==> config.mk <==
export PLATFORM = sky130hd
export DESIGN_NAME = tagged_record_field_parser_top
export DESIGN_NICKNAME = d
export VERILOG_FILES = /design/src/rtl/trfp_pkg.sv /design/src/rtl/trfp_front.sv /design/src/rtl/trfp_queue.sv /design/src/rtl/trfp_back.sv /design/src/rtl/tagged_record_field_parser_top.sv
export SDC_FILE = /design/constraint.sdc
export NUM_CORES = 1
export LEC_CHECK = 0
export ABC_AREA = 0
export BUFFER_PORTS_ARGS = -buffer_cell sky130_fd_sc_hd__buf_2
export CAP_MARGIN = 20
export CELL_PAD_IN_SITES_DETAIL_PLACEMENT = 1
export CELL_PAD_IN_SITES_GLOBAL_PLACEMENT = 1
export CORE_MARGIN = 4
export CORE_UTILIZATION = 44
export CTS_CLUSTER_SIZE = 14
export DETAILED_ROUTE_END_ITERATION = 10
export PLACE_DENSITY = 0.76
export SLEW_MARGIN = 15
export SYNTH_ARGS = -nofsm -noshare
export SYNTH_HDL_FRONTEND = slang
export SYNTH_SLANG_ARGS = --single-unit
==> constraint.sdc <==
create_clock -name clk -period 5.1 [get_ports clk]
set_input_delay 0.255 -clock clk [delete_from_list [all_inputs] [get_ports clk]]
set_output_delay 0.255 -clock clk [all_outputs]
set_load 0.02 [all_outputs]
==> src/rtl/trfp_pkg.sv <==
// ----------------------------------------------------------------------------
// trfp_pkg: shared types and constants for the tagged record field parser
// Item layout between front and back, phase and result codes, tag table.
// ----------------------------------------------------------------------------
package trfp_pkg;

  // Defaults for top-level parameters
  localparam int unsigned LABEL_LIMIT_DEF = 30;
  localparam int unsigned QUEUE_DEPTH_DEF = 4;

  // Field widths
  localparam int unsigned BYTE_W  = 8;
  localparam int unsigned CODE_W  = 5;
  localparam int unsigned KIND_W  = 3;
  localparam int unsigned POS_W   = 16;
  localparam int unsigned LIMIT_W = 8;
  localparam int unsigned CFG_W   = 16;
  localparam int unsigned CFG_IDX_W = 1;

  // Configuration register indexes
  localparam logic [CFG_IDX_W-1:0] REG_MAX_TEXT     = 1'b0;
  localparam logic [CFG_IDX_W-1:0] REG_SEARCH_LIMIT = 1'b1;

  localparam logic [CFG_W-1:0] MAX_TEXT_RST     = 16'd4096;
  localparam logic [CFG_W-1:0] SEARCH_LIMIT_RST = 16'd10000;

  // Special bytes
  localparam logic [BYTE_W-1:0] START_MARKER = 8'hFF;
  localparam logic [BYTE_W-1:0] BODY_TAG     = "M";

  // Field codes
  localparam logic [CODE_W-1:0] CODE_ID   = 5'd0;
  localparam logic [CODE_W-1:0] CODE_BODY = 5'd28;

  // Known tags, in field-code order (code = index + 1)
  localparam int unsigned NUM_TAGS = 27;
  localparam logic [BYTE_W-1:0] TAG_CHARS [NUM_TAGS] = '{
    "A", "B", "C", "D", "F", "G", "I", "J", "j", "L", "N", "n", "O", "o",
    "P", "p", "Q", "q", "R", "S", "s", "T", "X", "Z", "z", ".", "_"
  };
  // Zero means the label limit applies
  localparam logic [LIMIT_W-1:0] TAG_LIMITS [NUM_TAGS] = '{
    8'd0, 8'd80, 8'd0, 8'd0, 8'd0, 8'd0, 8'd0, 8'd0, 8'd0, 8'd63, 8'd0, 8'd0,
    8'd0, 8'd0, 8'd128, 8'd128, 8'd0, 8'd0, 8'd0, 8'd0, 8'd0, 8'd0, 8'd0,
    8'd0, 8'd0, 8'd90, 8'd90
  };

  typedef enum logic [KIND_W-1:0] {
    KIND_ROOM,
    KIND_ATTR,
    KIND_CHAR,
    KIND_FIELD_END,
    KIND_SEARCH_FAIL,
    KIND_RECORD_END
  } kind_t;

  typedef enum logic [2:0] {
    PH_HUNT,
    PH_ROOM,
    PH_ATTR,
    PH_FIELD,
    PH_TAG,
    PH_SKIP
  } phase_t;

  // Classified byte, as queued from front to back
  typedef struct packed {
    logic [BYTE_W-1:0]  data;
    logic               is_zero;
    logic               is_marker;
    logic               is_body_tag;
    logic               known;
    logic [CODE_W-1:0]  code;
    logic [LIMIT_W-1:0] limit;
  } item_t;

endpackage

==> src/rtl/trfp_front.sv <==
// ----------------------------------------------------------------------------
// trfp_front: byte classifier
// Flags special bytes and looks up tag code and string limit for each byte.
// ----------------------------------------------------------------------------
module trfp_front #(
  parameter int unsigned LABEL_LIMIT = trfp_pkg::LABEL_LIMIT_DEF
) (
  input  logic [trfp_pkg::BYTE_W-1:0] byte_in,
  output trfp_pkg::item_t             item
);

  logic                          hit;
  logic [trfp_pkg::CODE_W-1:0]   hit_code;
  logic [trfp_pkg::LIMIT_W-1:0]  hit_limit;

  // 27 independent compares; at most one can match
  always_comb begin
    hit       = 1'b0;
    hit_code  = trfp_pkg::CODE_ID;
    hit_limit = '0;
    for (int i = 0; i < trfp_pkg::NUM_TAGS; i++) begin
      if (byte_in == trfp_pkg::TAG_CHARS[i]) begin
        hit      = 1'b1;
        hit_code = trfp_pkg::CODE_W'(i + 1);
        hit_limit = (trfp_pkg::TAG_LIMITS[i] == '0) ?
                    trfp_pkg::LIMIT_W'(LABEL_LIMIT) : trfp_pkg::TAG_LIMITS[i];
      end
    end
  end

  always_comb begin
    item.data        = byte_in;
    item.is_zero     = (byte_in == '0);
    item.is_marker   = (byte_in == trfp_pkg::START_MARKER);
    item.is_body_tag = (byte_in == trfp_pkg::BODY_TAG);
    item.known       = hit;
    item.code        = hit_code;
    item.limit       = hit_limit;
  end

endmodule

==> src/rtl/trfp_queue.sv <==
// ----------------------------------------------------------------------------
// trfp_queue: short item queue between front and back
// Register-array FIFO; push and pop may happen in the same cycle.
// ----------------------------------------------------------------------------
module trfp_queue #(
  parameter int unsigned DEPTH = trfp_pkg::QUEUE_DEPTH_DEF
) (
  input  logic            clk,
  input  logic            rst,
  input  logic            push,
  input  trfp_pkg::item_t push_item,
  output logic            full,
  input  logic            pop,
  output logic            head_valid,
  output trfp_pkg::item_t head_item
);

  localparam int unsigned PTR_W = (DEPTH > 2) ? $clog2(DEPTH) : 1;
  localparam int unsigned CNT_W = $clog2(DEPTH + 1);
  localparam logic [PTR_W-1:0] LAST = PTR_W'(DEPTH - 1);
  localparam logic [CNT_W-1:0] FULL_CNT = CNT_W'(DEPTH);

  trfp_pkg::item_t  mem [DEPTH];
  logic [PTR_W-1:0] wr_ptr;
  logic [PTR_W-1:0] rd_ptr;
  logic [CNT_W-1:0] count;

  assign full       = (count == FULL_CNT);
  assign head_valid = (count != '0);
  assign head_item  = mem[rd_ptr];

  always_ff @(posedge clk) begin
    if (push) begin
      mem[wr_ptr] <= push_item;
    end
  end

  always_ff @(posedge clk) begin
    if (rst) begin
      wr_ptr <= '0;
      rd_ptr <= '0;
      count  <= '0;
    end else begin
      if (push) begin
        wr_ptr <= (wr_ptr == LAST) ? '0 : wr_ptr + PTR_W'(1);
      end
      if (pop) begin
        rd_ptr <= (rd_ptr == LAST) ? '0 : rd_ptr + PTR_W'(1);
      end
      if (push && !pop) begin
        count <= count + CNT_W'(1);
      end else if (pop && !push) begin
        count <= count - CNT_W'(1);
      end
    end
  end

  a_no_overflow: assert property (@(posedge clk) disable iff (rst)
    !(push && full && !pop))
    else $error("queue push while full");

  a_no_underflow: assert property (@(posedge clk) disable iff (rst)
    pop |-> head_valid)
    else $error("queue pop while empty");

  a_count_bound: assert property (@(posedge clk) disable iff (rst)
    count <= FULL_CNT)
    else $error("queue count out of range");

endmodule

==> src/rtl/trfp_back.sv <==
// ----------------------------------------------------------------------------
// trfp_back: record state machine and result register
// Walks hunt / room / attribute / field / tag / skip phases per queued item.
// ----------------------------------------------------------------------------
module trfp_back #(
  parameter int unsigned LABEL_LIMIT = trfp_pkg::LABEL_LIMIT_DEF
) (
  input  logic                         clk,
  input  logic                         rst,
  input  logic [trfp_pkg::CFG_W-1:0]   max_text,
  input  logic [trfp_pkg::CFG_W-1:0]   search_limit,
  input  logic                         head_valid,
  input  trfp_pkg::item_t              head_item,
  output logic                         pop,
  output logic                         out_valid,
  input  logic                         out_stall,
  output logic [trfp_pkg::KIND_W-1:0]  kind,
  output logic [trfp_pkg::CODE_W-1:0]  field_code,
  output logic [trfp_pkg::BYTE_W-1:0]  value_out,
  output logic [trfp_pkg::POS_W-1:0]   position
);

  trfp_pkg::phase_t            phase, phase_next;
  logic [trfp_pkg::CFG_W-1:0]  search_count, search_count_next, count_inc;
  logic [trfp_pkg::CODE_W-1:0] current_field, current_field_next;
  logic [trfp_pkg::POS_W-1:0]  room_left, room_left_next;
  logic [trfp_pkg::POS_W-1:0]  char_index, char_index_next;

  logic                         emit;
  trfp_pkg::kind_t              res_kind;
  logic [trfp_pkg::CODE_W-1:0]  res_code;
  logic [trfp_pkg::BYTE_W-1:0]  res_value;
  logic [trfp_pkg::POS_W-1:0]   res_pos;

  // Pop whenever the result register is free or draining this cycle
  assign pop = head_valid && (!out_valid || !out_stall);

  // Saturating hunt counter
  assign count_inc = (search_count != '1) ? search_count + 16'd1 : search_count;

  always_comb begin
    phase_next         = phase;
    search_count_next  = search_count;
    current_field_next = current_field;
    room_left_next     = room_left;
    char_index_next    = char_index;
    emit      = 1'b0;
    res_kind  = trfp_pkg::KIND_CHAR;
    res_code  = current_field;
    res_value = '0;
    res_pos   = '0;
    case (phase)
      trfp_pkg::PH_ROOM: begin
        phase_next = trfp_pkg::PH_ATTR;
        emit       = 1'b1;
        res_kind   = trfp_pkg::KIND_ROOM;
        res_code   = trfp_pkg::CODE_ID;
        res_value  = head_item.data;
      end
      trfp_pkg::PH_ATTR: begin
        phase_next         = trfp_pkg::PH_FIELD;
        current_field_next = trfp_pkg::CODE_ID;
        room_left_next     = trfp_pkg::POS_W'(LABEL_LIMIT);
        char_index_next    = '0;
        emit      = 1'b1;
        res_kind  = trfp_pkg::KIND_ATTR;
        res_code  = trfp_pkg::CODE_ID;
        res_value = head_item.data;
      end
      trfp_pkg::PH_FIELD: begin
        if (head_item.is_zero) begin
          emit    = 1'b1;
          res_pos = char_index;
          if (current_field == trfp_pkg::CODE_BODY) begin
            phase_next        = trfp_pkg::PH_HUNT;
            search_count_next = '0;
            res_kind          = trfp_pkg::KIND_RECORD_END;
          end else begin
            phase_next = trfp_pkg::PH_TAG;
            res_kind   = trfp_pkg::KIND_FIELD_END;
          end
        end else if (room_left != '0) begin
          emit            = 1'b1;
          res_value       = head_item.data;
          res_pos         = char_index;
          room_left_next  = room_left - 16'd1;
          char_index_next = char_index + 16'd1;
        end
      end
      trfp_pkg::PH_TAG: begin
        if (head_item.is_body_tag) begin
          phase_next         = trfp_pkg::PH_FIELD;
          current_field_next = trfp_pkg::CODE_BODY;
          room_left_next     = max_text;
          char_index_next    = '0;
        end else if (head_item.known) begin
          phase_next         = trfp_pkg::PH_FIELD;
          current_field_next = head_item.code;
          room_left_next     = trfp_pkg::POS_W'(head_item.limit);
          char_index_next    = '0;
        end else begin
          phase_next = trfp_pkg::PH_SKIP;
        end
      end
      trfp_pkg::PH_SKIP: begin
        if (head_item.is_zero) begin
          phase_next = trfp_pkg::PH_TAG;
        end
      end
      default: begin
        // hunting; unused codes fall back here
        phase_next = trfp_pkg::PH_HUNT;
        if (head_item.is_marker) begin
          phase_next        = trfp_pkg::PH_ROOM;
          search_count_next = '0;
        end else if (count_inc >= search_limit) begin
          search_count_next = '0;
          emit              = 1'b1;
          res_kind          = trfp_pkg::KIND_SEARCH_FAIL;
          res_code          = trfp_pkg::CODE_ID;
        end else begin
          search_count_next = count_inc;
        end
      end
    endcase
  end

  always_ff @(posedge clk) begin
    if (rst) begin
      phase         <= trfp_pkg::PH_HUNT;
      search_count  <= '0;
      current_field <= trfp_pkg::CODE_ID;
      room_left     <= '0;
      char_index    <= '0;
    end else if (pop) begin
      phase         <= phase_next;
      search_count  <= search_count_next;
      current_field <= current_field_next;
      room_left     <= room_left_next;
      char_index    <= char_index_next;
    end
  end

  // Result register
  always_ff @(posedge clk) begin
    if (rst) begin
      out_valid <= 1'b0;
    end else if (pop) begin
      out_valid <= emit;
    end else if (!out_stall) begin
      out_valid <= 1'b0;
    end
  end

  always_ff @(posedge clk) begin
    if (pop && emit) begin
      kind       <= res_kind;
      field_code <= res_code;
      value_out  <= res_value;
      position   <= res_pos;
    end
  end

  a_emit_shows: assert property (@(posedge clk) disable iff (rst)
    (pop && emit) |=> out_valid)
    else $error("result lost after pop");

  a_fail_clean: assert property (@(posedge clk) disable iff (rst)
    (out_valid && kind == trfp_pkg::KIND_SEARCH_FAIL) |->
      (field_code == trfp_pkg::CODE_ID && value_out == '0 && position == '0))
    else $error("search fail carries payload");

  a_record_end_body: assert property (@(posedge clk) disable iff (rst)
    (out_valid && kind == trfp_pkg::KIND_RECORD_END) |->
      (field_code == trfp_pkg::CODE_BODY && value_out == '0))
    else $error("record end outside body");

endmodule

==> src/rtl/tagged_record_field_parser_top.sv <==
// ----------------------------------------------------------------------------
// tagged_record_field_parser_top: tagged message record field parser
// Hunts for a start marker, then splits room, attribute, id, tagged header
// strings and body text into per-character and field-end items.
// ----------------------------------------------------------------------------
//
//   channel  | handshake                 | payload
//   ---------+---------------------------+-------------------------------------
//   in       | in_valid / in_stall       | byte_in
//   out      | out_valid / out_stall     | kind, field_code, value_out, position
//   cfg      | cfg_write (no handshake)  | cfg_index, cfg_data
//
// Sustained rate is one item per cycle: the back state machine retires one
// queued byte per clock, limited only by the result register draining.
// From input accept to result, the byte is first written into the queue, then
// the state update loads the result register.
// Synchronous reset clears queue pointers, parser phase and counters and the
// result valid; config registers return to max_text 4096, search_limit 10000.
// in_stall rises only when the queue is full; out_stall backs up the result
// register, then the queue, then the input.
// ----------------------------------------------------------------------------
module tagged_record_field_parser_top #(
  parameter int unsigned LABEL_LIMIT = trfp_pkg::LABEL_LIMIT_DEF,
  parameter int unsigned QUEUE_DEPTH = trfp_pkg::QUEUE_DEPTH_DEF
) (
  input  logic                           clk,
  input  logic                           rst,
  // input bytes
  input  logic                           in_valid,
  output logic                           in_stall,
  input  logic [trfp_pkg::BYTE_W-1:0]    byte_in,
  // results
  output logic                           out_valid,
  input  logic                           out_stall,
  output logic [trfp_pkg::KIND_W-1:0]    kind,
  output logic [trfp_pkg::CODE_W-1:0]    field_code,
  output logic [trfp_pkg::BYTE_W-1:0]    value_out,
  output logic [trfp_pkg::POS_W-1:0]     position,
  // configuration writes
  input  logic                           cfg_write,
  input  logic [trfp_pkg::CFG_IDX_W-1:0] cfg_index,
  input  logic [trfp_pkg::CFG_W-1:0]     cfg_data
);

  logic [trfp_pkg::CFG_W-1:0] max_text;
  logic [trfp_pkg::CFG_W-1:0] search_limit;

  trfp_pkg::item_t front_item;
  trfp_pkg::item_t head_item;
  logic            q_full;
  logic            q_push;
  logic            q_pop;
  logic            head_valid;

  // Config registers; the user must write them only while the parser is idle (not enforced here)
  always_ff @(posedge clk) begin
    if (rst) begin
      max_text     <= trfp_pkg::MAX_TEXT_RST;
      search_limit <= trfp_pkg::SEARCH_LIMIT_RST;
    end else if (cfg_write) begin
      case (cfg_index)
        trfp_pkg::REG_MAX_TEXT:     max_text     <= cfg_data;
        trfp_pkg::REG_SEARCH_LIMIT: search_limit <= cfg_data;
        default: ;
      endcase
    end
  end

  // Input side: accept whenever the queue has room
  assign in_stall = q_full;
  assign q_push   = in_valid && !q_full;

  // Front: classify the byte as it arrives
  trfp_front #(
    .LABEL_LIMIT (LABEL_LIMIT)
  ) u_front (
    .byte_in (byte_in),
    .item    (front_item)
  );

  // Decoupling queue
  trfp_queue #(
    .DEPTH (QUEUE_DEPTH)
  ) u_queue (
    .clk        (clk),
    .rst        (rst),
    .push       (q_push),
    .push_item  (front_item),
    .full       (q_full),
    .pop        (q_pop),
    .head_valid (head_valid),
    .head_item  (head_item)
  );

  // Back: record state machine and result register
  trfp_back #(
    .LABEL_LIMIT (LABEL_LIMIT)
  ) u_back (
    .clk          (clk),
    .rst          (rst),
    .max_text     (max_text),
    .search_limit (search_limit),
    .head_valid   (head_valid),
    .head_item    (head_item),
    .pop          (q_pop),
    .out_valid    (out_valid),
    .out_stall    (out_stall),
    .kind         (kind),
    .field_code   (field_code),
    .value_out    (value_out),
    .position     (position)
  );

endmodule

==> impl_metrics.toml, run 1 <==
[drt]
via_per_inst = 5.689
met2_length_um = 13780
highest_layer = "met4"
drt_iter0_markers = 599
wl_um = 27920
vias = 7999
wl_met3_um = 1225
wire_per_inst_um = 19.86
met1_length_um = 12390
drc = 0
dr.pass1.iters = 4
antenna_left = 0

[timing]
rsz0062_at_grt = "no"
timing.final.hold_violations = 0
tightest_slew_ps = 1028
min_period_over_period = 0.8629
maxSlewHeadroom = 0.3148
finClkSkew_ps = 20.58
fin_crit_ps = 4401
setup_violations = 0
fmax_mhz = 227.2
postLayoutSetupSlackWorst_ps = 699.2
finalSetupTns_ps = 0
maxSlewViolCount = 0

[logic_synthesis]
syn_nets = 1066
synth_area_mm2 = 0.01053
seq_area_frac_synth = 0.5399
synth_edf_count = 124
synth_top_area_frac = 0.3536
avgSynthCellArea_um2 = 10.45
ys.flop_type = "edfxtp_1"
async_reset_ff_frac = 0
yosysTopAreaCell = "edfxtp_1"
synthDistinctLibCells = 66
ys_top_cells_by_area = "edfxtp_1 (35%), dfxtp_1 (19%), mux4_2 (4.9%)"
synth_warnings = 0
ys_ff_latch = 222
synthCells = 1008

[place]
portBuffers = 63
place_ws_ps = 830.3
hpwlAfterDp_um = 18750
gp_congestion = 0.8298

[die]
core-area_mm2 = 0.02354
dieHeight_um = 162.7
ios = 64
die_w_um = 162.7
row_count = 56
start_util = 0.4473
dieArea_mm2 = 0.02647

[clocking]
clockBufferDepth = 3
cts_tree = "done"
cts-buffers-inserted = 24
cts_sinks = 222
clock_latency_ps = 520
h-tree-depth = 1
cts_hold_buf = 15
clk_pin_slew_ps = 60
cts_setup_buffers = 0
cts_root_buffer = "clkbuf_16"
post_cts_resized = 0

[setup_path]
worstReg2RegStart = "u_back.search_count[3]$_SDFFE_PP0P_"
timing.rr.end = "u_back.value_out[1]$_DFFE_PP_"
worstPathCellList = "nand4_1 -> nor4_1 -> and3_1 -> nand3b_1 -> o21a_1 -> ha_1 -> nand4_1 -> nor3_1 -> o21ai_0 -> o21a_1 -> or4_1 -> a21oi_4 -> buf_4"
slowest_delay_ps = 670
setup.worst_path.start = "u_back.search_count[3]$_SDFFE_PP0P_"
critPathMaxFanout = 32
worstPathRequired_ps = 5260
rr_worst_depth = 13
critPathSlowestCell = "nor4_1"
arrival_ps = 4570
rrSetupSlack_ps = 700
critPathCapture = "u_back.value_out[1]$_DFFE_PP_"
crit_path_start_kind = "flip-flop"
worstSetupPathType = "flip-flop to flip-flop"
worst_setup_path_end_kind = "flip-flop"

[global_routing]
grt_pass1_vias = 8337
grt_use_total = 0.2111
grt_first_pass_wirelength_um = 45320
grt_overflow = 0
antenna_found_initial = 0
grt_max_degree = 50

[final_layout]
multi_input_area_mm2 = 0.004471
fill_cells = 2578
nets = 1127
antennaDiodeCount = 0
seqCellArea_mm2 = 0.005685
drive_gt1_frac = 0.1352
area_delta_synth_final_pct = 14.82

[power]
leakage_nw = 4.308
power.density_mw_per_mm2 = 479.4
vdd_drop_max_v = 0.0002203

[run]
drv_cap = 0

[status]
status = "finished clean"

[min_path]
hold_class = "input pin to flip-flop"
-- placed cells by master (no fill, tap or decap), types with 15 or more instances in the layout --
master,count
nand2_1,132
edfxtp_1,124
dfxtp_1,98
nor2_1,75
a21oi_1,67
buf_2,63
o21ai_0,47
inv_1,41
nor3_1,30
ha_1,27
clkbuf_16,27
nand3_1,23
mux4_2,23
xnor2_1,23
and2_1,22
nor2b_1,21
dlygate4sd3_1,15
-- synthesized netlist by cell type (all sizes together) (13+ instances only) --
cell type	count
nand2	132
nor4	13
nor2	75
a31oi	13
and2	23
o21ai	47
clkbuf	49
nand3	23
nor2b	21
mux4	23
xnor2	23
a21oi	68
dfxtp	98
ha	27
nor3	30
edfxtp	124
inv	41
-- sequential cells by signal (all words and copies together) (netlist names), 3 cells and up, named ones only --
signal,count
u_queue.mem,92
max_text,16
u_queue.count,3
u_back.room_left,16
u_back.kind,3
u_back.search_count,16
u_back.field_code,5
u_back.current_field,5
u_back.phase,3
u_back.value_out,8
u_back.position,16
u_back.char_index,16
search_limit,16
-- worst max-delay path, delay by kind of cell, from the launching register on --
| kind | cells | cell delay (ps) |
|---|---|---|
| fa+ha+maj | 1 | 310 |
| compound gates | 4 | 610 |
| simple gates | 7 | 2220 |
| flops | 1 | 470 |
| buf+inv | 1 | 420 |
-- through the flow --
stage	hold WS, ps	util	power [mW]	instances	area [µm²]
final	33.81	0.5136	5.797	1406	12090
after global routing	20.03	0.5136	6.123	1406	12090
after CTS	21.05	0.5133	5.847	1405	12080
after detailed placement	451.0	0.4726	4.047	1346	11130
after global placement	443.2	0.4723	3.975	1345	11120
after floorplan	353.9	-	3.525	1008	10540
-- layout make-up --
type	count	area share
clock buffer	36	0.06064
tap	319	0.03301
inverter	42	0.01304
timing repair buffer	92	0.04719
multi-input combinational	687	0.3697
clock inverter	8	0.006209
sequential	222	0.4702
-- per-layer routing --
metal / vias to the layer above / GRT usage
met5: - / 0
met4: 0 / 0.04651
met3: 40 / 0.02733
met2: 174 / 0.3617
met1: 3987 / 0.2892
li1: 3798 / -
-- report_power, final --
group / internal (mW) / switching, mW
logic: 0.632 / 1.11
clock network: 1.05 / 0.714
registers: 2.14 / 0.154
total: 3.82 / 1.98
-- how the worst min path moves through the flow --
| stage | startpoint | endpoint | slack (ps) | depth (start not counted) |
|---|---|---|---|---|
| floorplan | byte_in[0] | u_queue.mem[0][17]$_DFFE_PP_ | 350 | 0 |
| global placement | search_limit[5]$_SDFFE_PP0P_ | search_limit[5]$_SDFFE_PP0P_ | 440 | 2 |
| detailed placement | search_limit[2]$_SDFFE_PP0P_ | search_limit[2]$_SDFFE_PP0P_ | 450 | 2 |
| CTS | cfg_data[6] | max_text[6]$_SDFFE_PP0P_ | 20 | 3 |
| global route | cfg_data[6] | max_text[6]$_SDFFE_PP0P_ | 20 | 3 |
| finish | cfg_data[6] | max_text[6]$_SDFFE_PP0P_ | 30 | 3 |
-- kinds of logic (layout without fill, tap and decap cells) --
logic type      count (synthesis)  count (layout)  share of synthesized area
simple gates                  395             395                     0.1849
flops                         222             222                     0.5399
compound gates                203             203                     0.1227
buf+inv                        99             178                    0.03671
mux                            32              32                    0.05774
xor+xnor                       29              29                    0.02412
fa+ha+maj                      28              28                    0.03398
(Power assumes the default switching activity.)
==> run 2: changes to the inputs <==
Settings changed: CORE_MARGIN 4 to default.
==> run 2 against run 1 <==
Net effect: hold slack lost 15 ps; utilization grew 0.20 points; clock power is essentially flat; fmax grew 3.5%; combinational power is essentially flat; global-route usage grew 1.5 points; critical endpoint is now u_back.position[5]$_SDFFCE_PN0P_; highest routed layer unchanged.
==> impl_metrics.toml, run 2 (synthesis gave the netlist of run 1 again) <==
[power]
vdd_drop_max_v = 0.0003474
swShare = 0.3382
p_int_mw = 3.837
power.density_mw_per_mm2 = 479.0
clock_power_share = 0.306
leakage_nw = 4.316
p_seq_frac = 0.395
combPwrFrac = 0.299
power.net_switching_mw = 1.961

[setup_path]
worst_setup_path_end_kind = "flip-flop"
worstSetupPathType = "flip-flop to flip-flop"
crit_path_start_kind = "flip-flop"
rr_worst_depth = 12
arrival_ps = 4410
critPathMaxFanout = 32
worstPathRequired_ps = 5260

[global_routing]
grt_overflow = 0
grt_use_total = 0.2261
grt_max_degree = 68
grt_first_pass_wirelength_um = 43590
antenna_found_initial = 0
grt_pass1_vias = 8145

[timing]
finalSetupTns_ps = 0
maxSlewHeadroom = 0.2991
fin_crit_ps = 4251
tightest_slew_ps = 1051
setup_violations = 0
whs_ps = 18.87
fmax_mhz = 235.2
finClkSkew_ps = 12.97
min_period_over_period = 0.8335
maxSlewViolCount = 0
rsz0062_at_grt = "no"
timing.final.hold_violations = 0

[die]
dieArea_mm2 = 0.02456
die_w_um = 156.7
ios = 64
start_util = 0.4487
core-area_mm2 = 0.02347
dieHeight_um = 156.7
row_count = 56

[final_layout]
seqCellArea_mm2 = 0.005685
finalInstanceArea_mm2 = 0.01210
fill_cells = 2571
largest_register = "u_queue.mem"
drive_gt1_frac = 0.1377
final_common_cell = "nand2_1"
area_delta_synth_final_pct = 14.92
antennaDiodeCount = 0
largest_reg_flops = 92
layout_common_cells = "nand2_1 (132), edfxtp_1 (124), dfxtp_1 (98)"
nets = 1129
multi_input_area_mm2 = 0.004473

[status]
status = "finished clean"

[drt]
drc = 0
wire_per_inst_um = 19.26
met1_length_um = 12090
antenna_left = 0
vias = 7906
via_per_inst = 5.615
wl_um = 27120
drt_iter0_markers = 454
wl_met3_um = 858
dr.pass1.iters = 4
met2_length_um = 13590
highest_layer = "met4"

[clocking]
clk_pin_slew_ps = 60
h-tree-depth = 1
cts_root_buffer = "clkbuf_16"
cts_setup_buffers = 0
cts-buffers-inserted = 25
cts_tree = "done"
clock_latency_ps = 520
cts_sinks = 222
clockBufferDepth = 3

[place]
hpwlAfterDp_um = 18470
placed_area_mm2 = 0.01113
gp_congestion = 0.8568
portBuffers = 63

[run]
drv_cap = 0

[min_path]
hold_class = "input pin to flip-flop"
hold_depth = 3
## run 2: worst max-delay path: stages, from the launching register on
cell and delay, ps:
dfxtp_1 420, ha_1 260, nand2_1 100, nor4_1 640
a41oi_1 290, ha_1 370, nand4_1 120, nor3_1 190
o21ai_0 150, o21a_1 230, or4_1 580, a21oi_4 140
buf_4 390
## run 2: metal layers
metal | track usage | up-vias
met5 | 0 | -
met4 | 0.05602 | 0
met3 | 0.02465 | 43
met2 | 0.3901 | 133
met1 | 0.3025 | 3942
li1 | - | 3788
## run 2: per-stage QoR
| step | power (mW) | instances | utilization | worst slack (ps) |
|---|---|---|---|---|
| finish | 5.797 | 1408 | 0.5156 | 849.1 |
| global route | 6.093 | 1408 | 0.5156 | 433.1 |
| CTS | 5.838 | 1406 | 0.5150 | 838.3 |
| detailed placement | 4.038 | 1346 | 0.4740 | 879.4 |
| global placement | 3.968 | 1346 | 0.4740 | 1018 |
| floorplan | 3.525 | 1008 | - | 584.8 |
## run 2: power by group through the flow
stage          Combinational (mW)  Sequential, mW  Clock, mW
2_1_floorplan                1.18            2.35          0
5_1_grt                      1.89            2.32       1.88
3_5_place_dp                 1.71            2.33          0
3_3_place_gp                 1.65            2.32          0
6_report                     1.73            2.29       1.77
4_1_cts                      1.73            2.30       1.81
## run 2: cell type report
class | instances | area share
tap | 319 | 0.03298
timing repair buffer | 93 | 0.04755
inverter | 42 | 0.01303
sequential | 222 | 0.4698
clock inverter | 15 | 0.01303
multi-input combinational | 687 | 0.3696
clock buffer | 30 | 0.05407
## run 2: final timing paths
path	endpoint	start	slack [ps]
max	u_back.position[5]$_SDFFCE_PN0P_	u_back.search_count[0]$_SDFFE_PP0P_	850
min	max_text[7]$_SDFFE_PP0P_	cfg_data[7]	20
max reg2reg	u_back.position[5]$_SDFFCE_PN0P_	u_back.search_count[0]$_SDFFE_PP0P_	850
min reg2reg	max_text[4]$_SDFFE_PP0P_	max_text[4]$_SDFFE_PP0P_	460
## run 2: timing repair
item,CTS,global route
endpoints found under the setup margin,0,0
endpoints found under the hold margin,18,0
hold buffers,15,0
gates resized for setup,0,0
